--- config.mk ---
export PLATFORM = sky130hd
export DESIGN_NAME = band_onset_flux_compressor_unit
export DESIGN_NICKNAME = d
export VERILOG_FILES = /design/src/rtl/bofc_pkg.sv /design/src/rtl/bofc_ctrl.sv /design/src/rtl/bofc_datapath.sv /design/src/rtl/band_onset_flux_compressor_unit.sv
export SDC_FILE = /design/constraint.sdc
export NUM_CORES = 2
export LEC_CHECK = 0
export ABC_AREA = 1
export ABC_CLOCK_PERIOD_IN_PS = 26200
export BUFFER_PORTS_ARGS = -buffer_cell sky130_fd_sc_hd__buf_2
export CAP_MARGIN = 20
export CELL_PAD_IN_SITES_DETAIL_PLACEMENT = 1
export CELL_PAD_IN_SITES_GLOBAL_PLACEMENT = 2
export CORE_MARGIN = 3
export CORE_UTILIZATION = 43
export DETAILED_ROUTE_END_ITERATION = 6
export GPL_TIMING_DRIVEN = 0
export PLACE_DENSITY = 0.86
export SLEW_MARGIN = 20
export SYNTH_ARGS = -nofsm -noshare
export SYNTH_HDL_FRONTEND = slang
export SYNTH_SLANG_ARGS = --single-unit
--- constraint.sdc ---
create_clock -name clk -period 26.2 [get_ports clk]
set_input_delay 1.31 -clock clk [delete_from_list [all_inputs] [get_ports clk]]
set_output_delay 1.31 -clock clk [all_outputs]
set_load 0.02 [all_outputs]
--- src/rtl/bofc_pkg.sv ---
// shared types, constants and constant-table functions for the band onset flux compressor
package bofc_pkg;

  localparam int NUM_BANDS_DEF = 8;
  localparam int FRAC_BITS_DEF = 12;

  // fixed fraction widths of the q4.12 registers
  localparam int FF_FRAC   = 12;
  localparam int GAIN_FRAC = 12;

  localparam logic [31:0] INV_LOG2_101  = 32'd9843;
  localparam logic [31:0] TENTH_LOG10_2 = 32'd1973;

  localparam logic [63:0] K_0P1 = 64'd6554;
  localparam logic [63:0] K_0P2 = 64'd13107;
  localparam logic [63:0] K_0P3 = 64'd19661;
  localparam logic [63:0] K_0P4 = 64'd26214;
  localparam logic [63:0] K_0P5 = 64'd32768;
  localparam logic [63:0] K_1P2 = 64'd78643;

  localparam logic [20:0] LVL_OFFSET = 21'h10_0000;

  localparam logic [1:0] REG_FRAME_FACTOR = 2'd0;
  localparam logic [1:0] REG_GAINS_LOW    = 2'd1;
  localparam logic [1:0] REG_GAINS_HIGH   = 2'd2;
  localparam logic [1:0] REG_ACTIVE_BANDS = 2'd3;

  typedef enum logic [4:0] {
    OP_NONE,
    OP_ACCEPT,
    OP_Y,
    OP_LOG_INIT,
    OP_LOG_NORM,
    OP_LOG_SQ,
    OP_LEVEL_MUL,
    OP_LEVEL_POST,
    OP_SCR_MUL,
    OP_SCR_POST,
    OP_KNEE_START,
    OP_KNEE_MUL1,
    OP_KNEE_POST1,
    OP_EXP_INIT,
    OP_EXP_STEP,
    OP_EXP_FIN,
    OP_KNEE_MUL2,
    OP_KNEE_POST2,
    OP_GAIN_MUL,
    OP_GAIN_POST,
    OP_FLUX_POST,
    OP_COMMIT
  } op_t;

  typedef enum logic [4:0] {
    ST_IDLE,
    ST_Y,
    ST_LOG_INIT,
    ST_LOG_NORM,
    ST_LOG_SQ,
    ST_LEVEL_MUL,
    ST_LEVEL_POST,
    ST_SCR_MUL,
    ST_SCR_POST,
    ST_KNEE_START,
    ST_KNEE_MUL1,
    ST_KNEE_POST1,
    ST_EXP_INIT,
    ST_EXP_STEP,
    ST_EXP_FIN,
    ST_KNEE_MUL2,
    ST_KNEE_POST2,
    ST_GAIN_MUL,
    ST_GAIN_POST,
    ST_FLUX_POST,
    ST_FINISH
  } state_t;

  typedef struct packed {
    op_t        op;
    logic [3:0] cnt;
    logic       frame_knee;
  } cmd_t;

  typedef struct packed {
    logic last;
    logic above_c1;
    logic above_c2;
    logic knee_hi;
  } status_t;

  typedef logic [15:0][31:0] root_tab_t;

  function automatic logic [63:0] to_q(input logic [63:0] c16, input int frac);
    return ((c16 << frac) + 64'd32768) >> 16;
  endfunction

  function automatic logic [63:0] isqrt_c(input logic [63:0] n_in);
    logic [63:0] n;
    logic [63:0] r;
    logic [63:0] b;
    n = n_in;
    r = '0;
    b = 64'h4000_0000_0000_0000;
    for (int j = 0; j < 32; j++) begin
      if (b > n) b = b >> 2;
    end
    for (int j = 0; j < 32; j++) begin
      if (b != 64'd0) begin
        if (n >= r + b) begin
          n = n - (r + b);
          r = (r >> 1) + b;
        end else begin
          r = r >> 1;
        end
        b = b >> 2;
      end
    end
    return r;
  endfunction

  // base-2 log in q16 of a constant
  function automatic logic [63:0] log2q_c(input logic [63:0] y);
    logic [63:0] n;
    logic [63:0] m;
    logic [63:0] res;
    n = '0;
    for (int j = 0; j < 63; j++) begin
      if ((y >> (j + 1)) != 64'd0) n = 64'(j + 1);
    end
    m = (n > 64'd30) ? (y >> (n - 64'd30)) : (y << (64'd30 - n));
    res = n << 16;
    for (int k = 15; k >= 0; k--) begin
      m = (m * m) >> 30;
      if (m >= 64'h8000_0000) begin
        m = m >> 1;
        res = res | (64'd1 << k);
      end
    end
    if (y == 64'd0) res = '0;
    return res;
  endfunction

  // q30 roots 2^(1/2^(k+1)) by the truncating square root chain
  function automatic root_tab_t make_roots();
    root_tab_t   tab;
    logic [63:0] root;
    root = 64'h8000_0000;
    for (int k = 0; k < 16; k++) begin
      root = isqrt_c(root << 30);
      tab[k] = root[31:0];
    end
    return tab;
  endfunction

  localparam root_tab_t EXP_ROOT = make_roots();

endpackage

--- src/rtl/bofc_ctrl.sv ---
// controller state machine sequencing the shared multiplier datapath
module bofc_ctrl (
  input  logic              clk,
  input  logic              rst,
  input  logic              in_valid,
  output logic              in_ready,
  output logic              out_valid,
  input  logic              out_ready,
  input  bofc_pkg::status_t status,
  output bofc_pkg::cmd_t    cmd
);

  bofc_pkg::state_t state, state_next;
  logic [3:0] cnt, cnt_next;
  logic knee_frame, knee_frame_next;
  logic in_knee, in_knee_next;
  logic out_valid_next;
  bofc_pkg::state_t after_knee;

  always_ff @(posedge clk) begin
    if (rst) begin
      state      <= bofc_pkg::ST_IDLE;
      cnt        <= '0;
      knee_frame <= 1'b0;
      in_knee    <= 1'b0;
      out_valid  <= 1'b0;
    end else begin
      state      <= state_next;
      cnt        <= cnt_next;
      knee_frame <= knee_frame_next;
      in_knee    <= in_knee_next;
      out_valid  <= out_valid_next;
    end
  end

  assign after_knee = knee_frame ? bofc_pkg::ST_FLUX_POST : bofc_pkg::ST_GAIN_MUL;

  always_comb begin
    state_next      = state;
    cnt_next        = cnt;
    knee_frame_next = knee_frame;
    in_knee_next    = in_knee;
    out_valid_next  = out_valid & ~out_ready;
    in_ready        = 1'b0;
    cmd.op          = bofc_pkg::OP_NONE;
    cmd.cnt         = cnt;
    cmd.frame_knee  = knee_frame;
    unique case (state)
      bofc_pkg::ST_IDLE: begin
        in_ready = 1'b1;
        if (in_valid) begin
          cmd.op          = bofc_pkg::OP_ACCEPT;
          in_knee_next    = 1'b0;
          knee_frame_next = 1'b0;
          state_next      = bofc_pkg::ST_Y;
        end
      end
      bofc_pkg::ST_Y: begin
        cmd.op     = bofc_pkg::OP_Y;
        state_next = bofc_pkg::ST_LOG_INIT;
      end
      bofc_pkg::ST_LOG_INIT: begin
        cmd.op     = bofc_pkg::OP_LOG_INIT;
        cnt_next   = '0;
        state_next = bofc_pkg::ST_LOG_NORM;
      end
      bofc_pkg::ST_LOG_NORM: begin
        cmd.op = bofc_pkg::OP_LOG_NORM;
        if (cnt == 4'd4) begin
          cnt_next   = '0;
          state_next = bofc_pkg::ST_LOG_SQ;
        end else begin
          cnt_next = cnt + 4'd1;
        end
      end
      bofc_pkg::ST_LOG_SQ: begin
        cmd.op   = bofc_pkg::OP_LOG_SQ;
        cnt_next = cnt + 4'd1;
        if (cnt == 4'd15) begin
          state_next = in_knee ? bofc_pkg::ST_KNEE_MUL1 : bofc_pkg::ST_LEVEL_MUL;
        end
      end
      bofc_pkg::ST_LEVEL_MUL: begin
        cmd.op     = bofc_pkg::OP_LEVEL_MUL;
        state_next = bofc_pkg::ST_LEVEL_POST;
      end
      bofc_pkg::ST_LEVEL_POST: begin
        cmd.op     = bofc_pkg::OP_LEVEL_POST;
        state_next = bofc_pkg::ST_SCR_MUL;
      end
      bofc_pkg::ST_SCR_MUL: begin
        cmd.op     = bofc_pkg::OP_SCR_MUL;
        state_next = bofc_pkg::ST_SCR_POST;
      end
      bofc_pkg::ST_SCR_POST: begin
        cmd.op          = bofc_pkg::OP_SCR_POST;
        knee_frame_next = 1'b0;
        in_knee_next    = 1'b1;
        state_next      = bofc_pkg::ST_KNEE_START;
      end
      bofc_pkg::ST_KNEE_START: begin
        cmd.op = bofc_pkg::OP_KNEE_START;
        if (status.above_c1 || status.above_c2) begin
          state_next = bofc_pkg::ST_LOG_INIT;
        end else begin
          state_next = after_knee;
        end
      end
      bofc_pkg::ST_KNEE_MUL1: begin
        cmd.op     = bofc_pkg::OP_KNEE_MUL1;
        state_next = bofc_pkg::ST_KNEE_POST1;
      end
      bofc_pkg::ST_KNEE_POST1: begin
        cmd.op     = bofc_pkg::OP_KNEE_POST1;
        state_next = status.knee_hi ? after_knee : bofc_pkg::ST_EXP_INIT;
      end
      bofc_pkg::ST_EXP_INIT: begin
        cmd.op     = bofc_pkg::OP_EXP_INIT;
        cnt_next   = '0;
        state_next = bofc_pkg::ST_EXP_STEP;
      end
      bofc_pkg::ST_EXP_STEP: begin
        cmd.op   = bofc_pkg::OP_EXP_STEP;
        cnt_next = cnt + 4'd1;
        if (cnt == 4'd15) state_next = bofc_pkg::ST_EXP_FIN;
      end
      bofc_pkg::ST_EXP_FIN: begin
        cmd.op     = bofc_pkg::OP_EXP_FIN;
        state_next = bofc_pkg::ST_KNEE_MUL2;
      end
      bofc_pkg::ST_KNEE_MUL2: begin
        cmd.op     = bofc_pkg::OP_KNEE_MUL2;
        state_next = bofc_pkg::ST_KNEE_POST2;
      end
      bofc_pkg::ST_KNEE_POST2: begin
        cmd.op     = bofc_pkg::OP_KNEE_POST2;
        state_next = after_knee;
      end
      bofc_pkg::ST_GAIN_MUL: begin
        cmd.op     = bofc_pkg::OP_GAIN_MUL;
        state_next = bofc_pkg::ST_GAIN_POST;
      end
      bofc_pkg::ST_GAIN_POST: begin
        cmd.op = bofc_pkg::OP_GAIN_POST;
        if (status.last) begin
          knee_frame_next = 1'b1;
          state_next      = bofc_pkg::ST_KNEE_START;
        end else begin
          state_next = bofc_pkg::ST_FINISH;
        end
      end
      bofc_pkg::ST_FLUX_POST: begin
        cmd.op     = bofc_pkg::OP_FLUX_POST;
        state_next = bofc_pkg::ST_FINISH;
      end
      bofc_pkg::ST_FINISH: begin
        if (!out_valid || out_ready) begin
          cmd.op         = bofc_pkg::OP_COMMIT;
          out_valid_next = 1'b1;
          state_next     = bofc_pkg::ST_IDLE;
        end
      end
      default: state_next = bofc_pkg::ST_IDLE;
    endcase
  end

endmodule

--- src/rtl/bofc_datapath.sv ---
// datapath: config registers, band state, shared multiplier, log and exp iterations
module bofc_datapath #(
  parameter int NUM_BANDS = bofc_pkg::NUM_BANDS_DEF,
  parameter int FRAC_BITS = bofc_pkg::FRAC_BITS_DEF
) (
  input  logic              clk,
  input  logic              rst,
  input  logic              cfg_valid,
  input  logic [1:0]        cfg_index,
  input  logic [63:0]       cfg_data,
  input  logic [23:0]       band_power,
  input  logic              last_band,
  input  bofc_pkg::cmd_t    cmd,
  output bofc_pkg::status_t status,
  output logic [2:0]        band_index,
  output logic [15:0]       scaled_band,
  output logic [15:0]       frame_flux,
  output logic              frame_done,
  output logic              count_error
);

  localparam logic [31:0] B_C1    = 32'(bofc_pkg::to_q(bofc_pkg::K_0P1, FRAC_BITS));
  localparam logic [31:0] B_C2    = 32'(bofc_pkg::to_q(bofc_pkg::K_0P5, FRAC_BITS));
  localparam logic [31:0] F_C1    = 32'(bofc_pkg::to_q(bofc_pkg::K_0P2, FRAC_BITS));
  localparam logic [31:0] F_C2    = 32'(bofc_pkg::to_q(bofc_pkg::K_1P2, FRAC_BITS));
  localparam logic [31:0] B_SPAN  = B_C2 - B_C1;
  localparam logic [31:0] F_SPAN  = F_C2 - F_C1;
  localparam logic [20:0] B_LC2   = 21'(bofc_pkg::log2q_c(64'(B_C2)));
  localparam logic [20:0] F_LC2   = 21'(bofc_pkg::log2q_c(64'(F_C2)));
  localparam logic [20:0] B_LSPAN = 21'(bofc_pkg::log2q_c(64'(B_SPAN)));
  localparam logic [20:0] F_LSPAN = 21'(bofc_pkg::log2q_c(64'(F_SPAN)));
  localparam logic [2:0]  LAST_SLOT = 3'(NUM_BANDS - 1);

  // configuration
  logic [15:0] frame_factor;
  logic [63:0] gains_low;
  logic [63:0] gains_high;
  logic [3:0]  active_bands;

  // band state
  logic [15:0] previous_level [NUM_BANDS];
  logic [19:0] flux_sum;
  logic [2:0]  band_position;
  logic        overrun;

  // working registers
  logic [23:0] power;
  logic        last;
  logic [30:0] x;
  logic [30:0] m;
  logic [4:0]  lg_n;
  logic [15:0] lg_frac;
  logic [63:0] prod;
  logic [15:0] diff;
  logic [19:0] sum;
  logic [19:0] v;
  logic        knee_hi;
  logic [19:0] kout;
  logic [20:0] e;
  logic [31:0] r;
  logic [15:0] scaled;
  logic [15:0] flux;

  logic [31:0] mul_a, mul_b;
  logic [63:0] mul_p;
  logic [20:0] lg;
  logic [20:0] lvs;
  logic [31:0] c1, c2, span;
  logic [20:0] lc2, lspan;
  logic [31:0] p16;
  logic [4:0]  norm_s;
  logic        norm_zero;
  logic [31:0] sq;
  logic [15:0] exp_f;
  logic [15:0] exp_g;
  logic [4:0]  exp_i;
  logic [63:0] lvl_full;
  logic [15:0] level;
  logic [15:0] prev;
  logic [63:0] sc_full;
  logic [15:0] scratch;
  logic [20:0] sum_wide;
  logic [63:0] gained;
  logic [63:0] gsel;
  logic [15:0] gain;
  logic        err;
  logic [20:0] hi_d, mid_d;

  assign lg = {lg_n, lg_frac};
  assign lvs = (lg > bofc_pkg::LVL_OFFSET) ? lg - bofc_pkg::LVL_OFFSET : '0;
  assign c1 = cmd.frame_knee ? F_C1 : B_C1;
  assign c2 = cmd.frame_knee ? F_C2 : B_C2;
  assign span = cmd.frame_knee ? F_SPAN : B_SPAN;
  assign lc2 = cmd.frame_knee ? F_LC2 : B_LC2;
  assign lspan = cmd.frame_knee ? F_LSPAN : B_LSPAN;
  assign p16 = cmd.frame_knee ? 32'(bofc_pkg::K_0P3) : 32'(bofc_pkg::K_0P4);
  assign hi_d = (lg > lc2) ? lg - lc2 : '0;
  assign mid_d = (lspan > lg) ? lspan - lg : '0;

  assign norm_s = 5'd16 >> cmd.cnt;
  assign norm_zero = ((m >> (5'd31 - norm_s)) == '0);
  assign exp_f = e[15:0];
  assign exp_g = 16'd0 - exp_f;
  assign exp_i = e[20:16];

  assign prev = previous_level[band_position];
  assign lvl_full = prod >> (32 - FRAC_BITS);
  assign level = (lvl_full > 64'hFFFF) ? 16'hFFFF : lvl_full[15:0];
  assign sc_full = prod >> bofc_pkg::FF_FRAC;
  assign scratch = (sc_full > 64'hFFFF) ? 16'hFFFF : sc_full[15:0];
  assign sum_wide = {1'b0, flux_sum} + 21'(scratch);
  assign gained = prod >> bofc_pkg::GAIN_FRAC;
  assign gsel = band_position[2] ? gains_high : gains_low;
  assign gain = gsel[16 * band_position[1:0] +: 16];

  assign err = overrun || ({1'b0, band_position} >= active_bands) ||
               (last && ({1'b0, band_position} + 4'd1 != active_bands)) ||
               (!last && band_position == LAST_SLOT);

  assign status.last = last;
  assign status.above_c2 = 32'(v) > c2;
  assign status.above_c1 = 32'(v) > c1;
  assign status.knee_hi = knee_hi;

  always_comb begin
    mul_a = '0;
    mul_b = '0;
    case (cmd.op)
      bofc_pkg::OP_Y: begin
        mul_a = 32'(power);
        mul_b = 32'd100;
      end
      bofc_pkg::OP_LOG_SQ: begin
        mul_a = 32'(m);
        mul_b = 32'(m);
      end
      bofc_pkg::OP_LEVEL_MUL: begin
        mul_a = 32'(lvs);
        mul_b = bofc_pkg::INV_LOG2_101;
      end
      bofc_pkg::OP_SCR_MUL: begin
        mul_a = 32'(diff);
        mul_b = 32'(frame_factor);
      end
      bofc_pkg::OP_KNEE_MUL1: begin
        mul_a = knee_hi ? 32'(hi_d) : 32'(mid_d);
        mul_b = knee_hi ? bofc_pkg::TENTH_LOG10_2 : p16;
      end
      bofc_pkg::OP_EXP_STEP: begin
        mul_a = r;
        mul_b = bofc_pkg::EXP_ROOT[cmd.cnt];
      end
      bofc_pkg::OP_KNEE_MUL2: begin
        mul_a = span;
        mul_b = r;
      end
      bofc_pkg::OP_GAIN_MUL: begin
        mul_a = 32'(kout);
        mul_b = 32'(gain);
      end
      default: begin
        mul_a = '0;
        mul_b = '0;
      end
    endcase
  end

  assign mul_p = 64'(mul_a) * 64'(mul_b);
  assign sq = mul_p[61:30];

  // configuration and band state
  always_ff @(posedge clk) begin
    if (rst) begin
      frame_factor  <= 16'd4096;
      gains_low     <= 64'h1000_1000_1000_1000;
      gains_high    <= 64'h1000_1000_1000_1000;
      active_bands  <= 4'd8;
      flux_sum      <= '0;
      band_position <= '0;
      overrun       <= 1'b0;
      for (int i = 0; i < NUM_BANDS; i++) previous_level[i] <= '0;
    end else begin
      if (cfg_valid) begin
        unique case (cfg_index)
          bofc_pkg::REG_FRAME_FACTOR: frame_factor <= cfg_data[15:0];
          bofc_pkg::REG_GAINS_LOW:    gains_low    <= cfg_data;
          bofc_pkg::REG_GAINS_HIGH:   gains_high   <= cfg_data;
          bofc_pkg::REG_ACTIVE_BANDS: active_bands <= cfg_data[3:0];
          default: ;
        endcase
      end
      if (cmd.op == bofc_pkg::OP_LEVEL_POST) previous_level[band_position] <= level;
      if (cmd.op == bofc_pkg::OP_COMMIT) begin
        if (last) begin
          flux_sum      <= '0;
          band_position <= '0;
          overrun       <= 1'b0;
        end else begin
          flux_sum <= sum;
          if (band_position != LAST_SLOT) begin
            band_position <= band_position + 3'd1;
          end else begin
            overrun <= 1'b1;
          end
        end
      end
    end
  end

  // working registers and result
  always_ff @(posedge clk) begin
    case (cmd.op)
      bofc_pkg::OP_ACCEPT: begin
        power <= band_power;
        last  <= last_band;
      end
      bofc_pkg::OP_Y: x <= 31'(32'h0001_0000 + mul_p[31:0]);
      bofc_pkg::OP_LOG_INIT: begin
        lg_frac <= '0;
        if (x == '0) begin
          m    <= 31'h4000_0000;
          lg_n <= '0;
        end else begin
          m    <= x;
          lg_n <= 5'd30;
        end
      end
      bofc_pkg::OP_LOG_NORM: begin
        if (norm_zero) begin
          m    <= m << norm_s;
          lg_n <= lg_n - norm_s;
        end
      end
      bofc_pkg::OP_LOG_SQ: begin
        if (sq[31]) begin
          m <= sq[31:1];
          lg_frac[4'd15 - cmd.cnt] <= 1'b1;
        end else begin
          m <= sq[30:0];
        end
      end
      bofc_pkg::OP_LEVEL_MUL, bofc_pkg::OP_SCR_MUL, bofc_pkg::OP_KNEE_MUL1,
      bofc_pkg::OP_KNEE_MUL2, bofc_pkg::OP_GAIN_MUL: prod <= mul_p;
      bofc_pkg::OP_LEVEL_POST: diff <= (level > prev) ? level - prev : '0;
      bofc_pkg::OP_SCR_POST: begin
        v   <= 20'(scratch);
        sum <= sum_wide[20] ? 20'hF_FFFF : sum_wide[19:0];
      end
      bofc_pkg::OP_KNEE_START: begin
        knee_hi <= status.above_c2;
        x       <= status.above_c2 ? 31'(v) : 31'(32'(v) - c1);
        kout    <= v;
      end
      bofc_pkg::OP_KNEE_POST1: begin
        if (knee_hi) begin
          kout <= 20'(c2 + 32'(prod >> (32 - FRAC_BITS)));
        end else begin
          e <= prod[36:16];
        end
      end
      bofc_pkg::OP_EXP_INIT: r <= 32'h4000_0000;
      bofc_pkg::OP_EXP_STEP: begin
        if (exp_g[4'd15 - cmd.cnt]) r <= sq;
      end
      bofc_pkg::OP_EXP_FIN: begin
        if (exp_i >= 5'd30) begin
          r <= '0;
        end else if (exp_f == '0) begin
          r <= 32'h4000_0000 >> exp_i;
        end else begin
          r <= r >> ({1'b0, exp_i} + 6'd1);
        end
      end
      bofc_pkg::OP_KNEE_POST2: kout <= 20'(c1 + 32'(prod >> 30));
      bofc_pkg::OP_GAIN_POST: begin
        scaled <= (gained > 64'hFFFF) ? 16'hFFFF : gained[15:0];
        v      <= sum;
      end
      bofc_pkg::OP_FLUX_POST: flux <= (kout > 20'hFFFF) ? 16'hFFFF : kout[15:0];
      bofc_pkg::OP_COMMIT: begin
        band_index  <= band_position;
        scaled_band <= scaled;
        frame_flux  <= last ? flux : '0;
        frame_done  <= last;
        count_error <= err;
      end
      default: ;
    endcase
  end

endmodule

--- src/rtl/band_onset_flux_compressor_unit.sv ---
// top level of the band onset flux compressor
// the 16-step log and exp iterations run on the one shared 32x32 multiplier (two knees max)
// throughput: one request at a time; the next is taken once the result is registered
// reset: synchronous, clears controller, band state and config to defaults at once
module band_onset_flux_compressor_unit #(
  parameter int NUM_BANDS = bofc_pkg::NUM_BANDS_DEF,
  parameter int FRAC_BITS = bofc_pkg::FRAC_BITS_DEF
) (
  input  logic        clk,
  input  logic        rst,
  input  logic        in_valid,
  output logic        in_ready,
  input  logic [23:0] band_power,
  input  logic        last_band,
  output logic        out_valid,
  input  logic        out_ready,
  output logic [2:0]  band_index,
  output logic [15:0] scaled_band,
  output logic [15:0] frame_flux,
  output logic        frame_done,
  output logic        count_error,
  input  logic        cfg_valid,
  output logic        cfg_ready,
  input  logic [1:0]  cfg_index,
  input  logic [63:0] cfg_data
);

  bofc_pkg::cmd_t    cmd;
  bofc_pkg::status_t status;

  assign cfg_ready = 1'b1;

  bofc_ctrl u_ctrl (
    .clk       (clk),
    .rst       (rst),
    .in_valid  (in_valid),
    .in_ready  (in_ready),
    .out_valid (out_valid),
    .out_ready (out_ready),
    .status    (status),
    .cmd       (cmd)
  );

  bofc_datapath #(
    .NUM_BANDS (NUM_BANDS),
    .FRAC_BITS (FRAC_BITS)
  ) u_datapath (
    .clk         (clk),
    .rst         (rst),
    .cfg_valid   (cfg_valid),
    .cfg_index   (cfg_index),
    .cfg_data    (cfg_data),
    .band_power  (band_power),
    .last_band   (last_band),
    .cmd         (cmd),
    .status      (status),
    .band_index  (band_index),
    .scaled_band (scaled_band),
    .frame_flux  (frame_flux),
    .frame_done  (frame_done),
    .count_error (count_error)
  );

endmodule

== Word-level counts from Yosys, hierarchy flattened ==
Memory sizes are Yosys's and may differ from the RTL's. A register that Yosys moved wholly into a read port is not among the register bits.
Cells that the tools add are included.

* $add $sub $neg: 17
* $mul: 1
* Magnitude comparators: 14
* Equal/unequal tests: 60
* Shift-type cells: 6
* Muxes and demuxes: 79
* Bitwise logic cells: 4
* Reduce and logical (&&, ||, !) cells: 45

{| class="wikitable"
|+ Operator list
! operator !! count
|-
| 32-bit case mux with 8 select lines || 2
|-
| 5-bit case mux with 21 select lines || 2
|-
| 32-bit 2-to-1 mux || 5
|-
| 31-bit 2-to-1 mux || 4
|-
| 32-bit case mux with 3 select lines || 1
|-
| 31-bit case mux with 3 select lines || 1
|-
| 21-bit 2-to-1 mux || 4
|-
| 5-bit by 4-bit == test with 1-bit output, second input constant || 16
|-
| 20-bit by 32-bit > comparator with 1-bit output || 2
|-
| 32-bit by 32-bit multiplier with 64-bit output || 1
|-
| 16-bit 2-to-1 mux || 4
|-
| 64-bit 2-to-1 mux || 1
|-
| 64-bit by 7-bit variable part select with 16-bit output || 1
|-
| 31-bit zero test || 2
|-
| 31-bit case mux with 2 select lines || 1
|-
| 20-bit case mux with 3 select lines || 1
|-
| 5-bit == test, second input constant || 11
|-
| 5-bit 2-to-1 mux || 11
|-
| 52-bit by 16-bit > comparator with 1-bit output, second input constant || 1
|-
| 44-bit by 16-bit > comparator with 1-bit output, second input constant || 1
|-
| 21-bit > comparator || 2
|-
| 21-bit subtractor || 2
|-
| 5-bit by 3-bit == test with 1-bit output, second input constant || 8
|-
| 20-bit 2-to-1 mux || 2
|-
| 71 further kinds || 140
|}

* Register bits: 555
* Memory bits (writable): 128
* ROM bits: 512
* Input port bits: 96
* Word-level logic and storage cells: 261
* Memories: 2

{| class="wikitable"
|+ Memories
! memory !! depth !! bits a word !! rd ports !! clocked after memory_dff !! write ports !! RTL line !! RTL
|-
| (no name shown) || 16 || 32 || 1 || 1 || 0 || bofc_datapath.sv:151 || <nowiki>mul_b = bofc_pkg::EXP_ROOT[cmd.cnt];</nowiki>
|-
| u_datapath.previous_level || 8 || 16 || 1 || 1 || 8 || bofc_datapath.sv:41 || <nowiki>logic [15:0] previous_level [NUM_BANDS];</nowiki>
|}

== Depth between registers and ports, before layout ==
* Depth after elaboration: 10
* Gate-level depth with buffers: 52
* Mapped depth without buffers: 51

== Cells and area by module ==
From an unflattened synthesis, not the netlist that was laid out.

* Cells, all modules: 9704
* Area total of the unflattened synthesis: 74709.2 µm²

{| class="wikitable"
|+ Modules (own cells, without submodules)
! module !! instances !! cells an instance !! area an instance (µm²) !! seq. area each (µm²)
|-
| bofc_datapath || 1 || 9491 || 73563.1 || 18127.4
|-
| bofc_ctrl || 1 || 211 || 1134.8 || 240.2
|-
| band_onset_flux_compressor_unit || 1 || 2 || 11.3 || 0.0
|}

== Worst setup path after synthesis ==
Ideal clock, no wire load.

* Path kind: register to register
* Start: register u_ctrl.knee_frame
* End: register u_datapath.lg_frac[0] (enable)
* Setup time: 372 ps
* Data arrival time: 9674 ps
* Path slack: 16154 ps
* Stages on the path, launching flop included: 42
* Path buffers: 2
* Cells stage by stage: dfxtp_1 > inv_1 > ha_1 > nand2_1 > o21ai_0 > inv_1 > o21ai_2 > nand2_1 > o21ai_1 > xnor2_1 > inv_1 > a21oi_2 > nand2_2 > buf_2 > o21ai_0 > fa_1 > fa_1 > inv_1 > [6 not listed] > fa_1 > inv_1 > fa_1 > inv_1 > ha_1 > nand2_1 > nor2_1 > nand2_1 > inv_1 > nand3_1 > nand2_1 > nand3_1 > nand2_1 > nand2_1 > nand2_1 > buf_2 > nand2_1 > nand2_1

* Word-level cells in the longest chain between the ends: 8

{| class="wikitable"
|+ RTL lines
! element !! RTL line !! RTL
|-
| start, declared || bofc_ctrl.sv:15 || <nowiki>logic knee_frame, knee_frame_next;</nowiki>
|-
| start signal, assigned || bofc_ctrl.sv:30 || <nowiki>knee_frame <= knee_frame_next;</nowiki>
|-
| 19-bit 2-to-1 mux, on equally long branches || bofc_datapath.sv:95, bofc_datapath.sv:94 ||
|-
| 21-bit subtractor, or another cell as far along || bofc_datapath.sv:98 || <nowiki>assign mid_d = (lspan > lg) ? lspan - lg : '0;</nowiki>
|-
| 21-bit 2-to-1 mux, on equally long branches || bofc_datapath.sv:98, bofc_datapath.sv:97 ||
|-
| 21-bit 2-to-1 mux || bofc_datapath.sv:146 || <nowiki>mul_a = knee_hi ? 32'(hi_d) : 32'(mid_d);</nowiki>
|-
| 32-bit case mux with 8 select lines || bofc_datapath.sv:128 || <nowiki>case (cmd.op)</nowiki>
|-
| 32-bit by 32-bit multiplier with 64-bit output (*) || bofc_datapath.sv:168 || <nowiki>assign mul_p = 64'(mul_a) * 64'(mul_b);</nowiki>
|-
| named net u_datapath.mul_p[61] || bofc_datapath.sv:65 || <nowiki>logic [63:0] mul_p;</nowiki>
|-
| 2-bit by 1-bit != test with 1-bit output (no line) (*) || - ||
|-
| 2-bit AND reduction (no line) (*) || - ||
|-
| end signal, assigned || bofc_datapath.sv:219 || <nowiki>lg_frac <= '0;</nowiki>
|-
| end signal, assigned by index || bofc_datapath.sv:237 || <nowiki>lg_frac[4'd15 - cmd.cnt] <= 1'b1;</nowiki>
|-
| end, declared || bofc_datapath.sv:52 || <nowiki>logic [15:0] lg_frac;</nowiki>
|}

The timed path passes the listed nets; every way through them passes the cells marked *.
A chain may end at the register's enable or synchronous reset.

== Worst setup path in the final report ==
* Start: register u_ctrl.knee_frame
* End: register u_datapath.r[0] (data pin)

* Word-level cells in the longest chain between the ends: 8

{| class="wikitable"
|+ RTL lines
! element !! RTL line !! RTL
|-
| 19-bit 2-to-1 mux, on equally long branches || bofc_datapath.sv:95, bofc_datapath.sv:94 ||
|-
| 21-bit subtractor, or another cell as far along || bofc_datapath.sv:98 ||
|-
| 21-bit 2-to-1 mux, on equally long branches || bofc_datapath.sv:98, bofc_datapath.sv:97 ||
|-
| 21-bit 2-to-1 mux || bofc_datapath.sv:146 ||
|-
| 32-bit case mux with 8 select lines || bofc_datapath.sv:128 ||
|-
| 32-bit by 32-bit multiplier with 64-bit output (*) || bofc_datapath.sv:168 ||
|-
| named net u_datapath.mul_p[30] || bofc_datapath.sv:65 ||
|-
| 32-bit 2-to-1 mux (*) || bofc_datapath.sv:263 || <nowiki>if (exp_g[4'd15 - cmd.cnt]) r <= sq;</nowiki>
|-
| 32-bit case mux with 3 select lines (*) || bofc_datapath.sv:212 || <nowiki>case (cmd.op)</nowiki>
|-
| end signal, assigned || bofc_datapath.sv:263 ||
|-
| end signal, assigned || bofc_datapath.sv:269 || <nowiki>r <= 32'h4000_0000 >> exp_i;</nowiki>
|-
| end signal, assigned || bofc_datapath.sv:271 || <nowiki>r <= r >> ({1'b0, exp_i} + 6'd1);</nowiki>
|-
| end, declared || bofc_datapath.sv:60 || <nowiki>logic [31:0] r;</nowiki>
|}

The timed path passes the listed nets; every way through them passes the cells marked *. The select of a mux whose other input is x is not followed.

==> metrics <==
crit share post-route=50.3%; Yosys top cell by area=fa_1; critical path's most frequent cell=fa_1; clock share of power=a little over a quarter; CTS tree=yes; post-synthesis compound-gate area fraction=about a tenth; Syn Inst Count=about 9500; Max-Slew Margin vs Limit=approximately 17%; critical path data required time=around 27 ns; Port Buffers=between 100 and 150; Top delay family on crit path=adder cells; commonest cells in the netlist=1783 x nand2_1, 1773 x inv_1, 1302 x nor2_1, 901 x fa_1, 725 x o21ai_0; CP Class=reg -> reg; hpwl dp=approximately 300000 um; Synth Area in Adders=between 30% and 40%; gr ovfl total=0; CTS Hold Buffers Added=0; Internal=about 0.0024 W; Worst path max stage delay=~0.9 ns; clock skew=0.0497 ns; CTS max path bufs=3; worst min-delay path class=reg -> reg; Post-Synth XOR/XNOR Area=1.12%; Seq/Total Area, Yosys=about a quarter; Routed WL=approximately 360000 um; Bufs and invs on worst path=8; detailed-route wire length per cell=about 30 um; crit start category=flop; clk_lat worst skew=around 0.70 ns; initial antenna violation count=10; top-area cell type share of the netlist area=between 20% and 30%; worst ir drop on vdd=44.0 uV; cell with the most instances after synthesis=nand2_1; Routed Antenna Nets=0; main combinational cell family by area after synthesis=adder cells; setup TNS=0 ns; Worst-Margin Slew=roughly 1.2 ns; H-tree levels=3; Combinational Power Share=a little over two fifths; Avg Cell Area, Syn=7.87 sq um; min cycle time layout=~13 ns; # Post-CTS Setup Buffers=0; post-synthesis cell type count=between 70 and 80; Synth Flop Type=edfxtp_1; Die Ht=about 420 um; RSZ-0062 raised after global routing=false; Lkg Pwr=between 30 and 40 nW; number of I/O pins=around 140; Yosys reg bits=about 700; crit-path max FO=19; switch share=a little under half; via/cell ratio=5.81; synth top area cells=fa_1 24%, edfxtp_1 20%, nand2_1 8.9%; placer congestion estimate=between 1 and 1.5; overall power=between 0.004 and 0.005 W; post-synthesis simple-gate area fraction=between 20% and 30%; instance count on the critical path=37; vias in the first global route=roughly 72000; Initial Util=43.4%; # setup viols final=0; Psw=about 0.002 W; Layout area overhead=8.89%; largest net degree at the start of global routing=between 50 and 60; post_cts resized=0; first-pass GRT wire length=around 510000 um; root buffer cell=clkbuf_16; Initial DRC Count=7717; fmax=75.9 MHz; WP data arrival=approximately 14 ns; Post-synth EDFFs=around 500; clk sink count=~700; pwr dens=approximately 54 nW/um^2; Seq pwr share=between 30% and 40%; total die area=~180000 sq um; Nets=between 10000 and 15000; die width=approximately 420 um; total track usage=around two fifths; DRC=0; drt first pass iters=6; outcome=finished, final reports clean; Async S/R FF share, synth=0%; mux cell area share after synthesis=less than 1%; vias=slightly above 70000; clk slew on worst S/H paths=approximately 0.060 ns; Placeable Area=between 150000 and 200000 sq um; area of the mapped netlist=approximately 75000 sq um; cts bufs inserted=just under 80; CP Capture Type=flop; Final Hold Viols=0; slowest CP cell=fa_1; R2R depth=37; max_cap viols=0; hold path depth=0; fraction of layout cells with a size suffix above 1=6.32%; row count=between 150 and 200; Synthesis Warnings=0; Max Slew Vio Count=0
[layer usage]
| metal | track usage (%) | share of wire, % | routed length, um | vias to the layer above |
|---|---|---|---|---|
| li1 | - | - | - | 30300 |
| met1 | 56.5 | 43 | 155000 | 36100 |
| met2 | 58.5 | 42 | 152000 | 3452 |
| met3 | 10.5 | 11 | 38700 | 604 |
| met4 | 14.7 | 4.4 | 15800 | 8 |
| met5 | 0 | 0.013 | 48 | - |
[cells in the final DEF, fill, tap and decap left out, types with 215 or more instances in the layout]
cell type and instances:
nand3_1 457, ha_1 368, nor2_1 1292, edfxtp_1 487, buf_2 258, clkbuf_1 250, o21ai_0 724, a21oi_1 307
fa_1 901, inv_1 1772, dfxtp_1 215, nand2_1 1780
[final timing paths]
path	startpoint	slack (ns)	end
setup / recovery	u_ctrl.knee_frame	13.03	u_datapath.r[0]
hold / removal	u_datapath.scaled[8]	0.42	u_datapath.scaled_band[8]
setup reg to reg	u_ctrl.knee_frame	13.03	u_datapath.r[0]
hold reg to reg	u_datapath.scaled[8]	0.42	u_datapath.scaled_band[8]
[metrics by stage]
step	cell area, sq um	cells	setup WS, ns	hold slack (ns)	utilization, %
after floorplan	74900	9530	16.15	0.400	-
after global placement	78500	12000	10.62	0.402	45.6
after detailed placement	78900	12000	12.99	0.406	45.8
after CTS	81400	12100	12.93	0.419	47.3
after global routing	81500	12100	12.65	0.435	47.3
final	81500	12100	13.03	0.419	47.3
[sequential cells by signal, summed over array words and instances, names as in the netlist, 21 cells and up, named ones only]
| register | count |
|---|---|
| u_datapath.previous_level | 128 |
| u_datapath.gains_high | 64 |
| u_datapath.gains_low | 64 |
| u_datapath.prod | 52 |
| u_datapath.r | 32 |
| u_datapath.m | 31 |
| u_datapath.x | 31 |
| u_datapath.power | 24 |
| u_datapath.e | 21 |
[worst register-to-register path: cells and delay by family (launching register included)]
kind | cells | cell delay [ns]
and+or+nand+nor | 16 | 3.34
xor gates and xnor gates | 1 | 0.80
DFF | 1 | 0.73
buffers and inverters | 8 | 1.93
adders and majority gates | 10 | 5.47
AOI/OAI and AO/OA | 2 | 0.63
[layout make-up]
cell class	count	area (sq um)
Fill cell	21300	90800
Multi-Input combinational cell	6586	47400
Sequential cell	703	18900
Inverter	1829	6870
Tap cell	2310	2890
Clock buffer	95	2000
Buffer	412	1890
Timing Repair Buffer	145	901
Clock inverter	45	576
Antenna cell	8	20.0
[cell families after synthesis]
logic type / after synthesis
simple gates: 3819
buf+inv: 2241
compound gates: 1367
fa+ha+maj: 1269
flops: 703
xor+xnor: 96
mux: 8
other cells: 2
[power by group through the flow]
stage / Clock (W) / Combinational [W] / Sequential [W]
detailed placement: 0 / 0.00179 / 0.00140
global route: 0.00121 / 0.00196 / 0.00139
global placement: 0 / 0.00176 / 0.00140
finish: 0.00115 / 0.00188 / 0.00138
CTS: 0.00116 / 0.00181 / 0.00138
floorplan: 0 / 0.000960 / 0.00137
(Power assumes the default switching activity.)
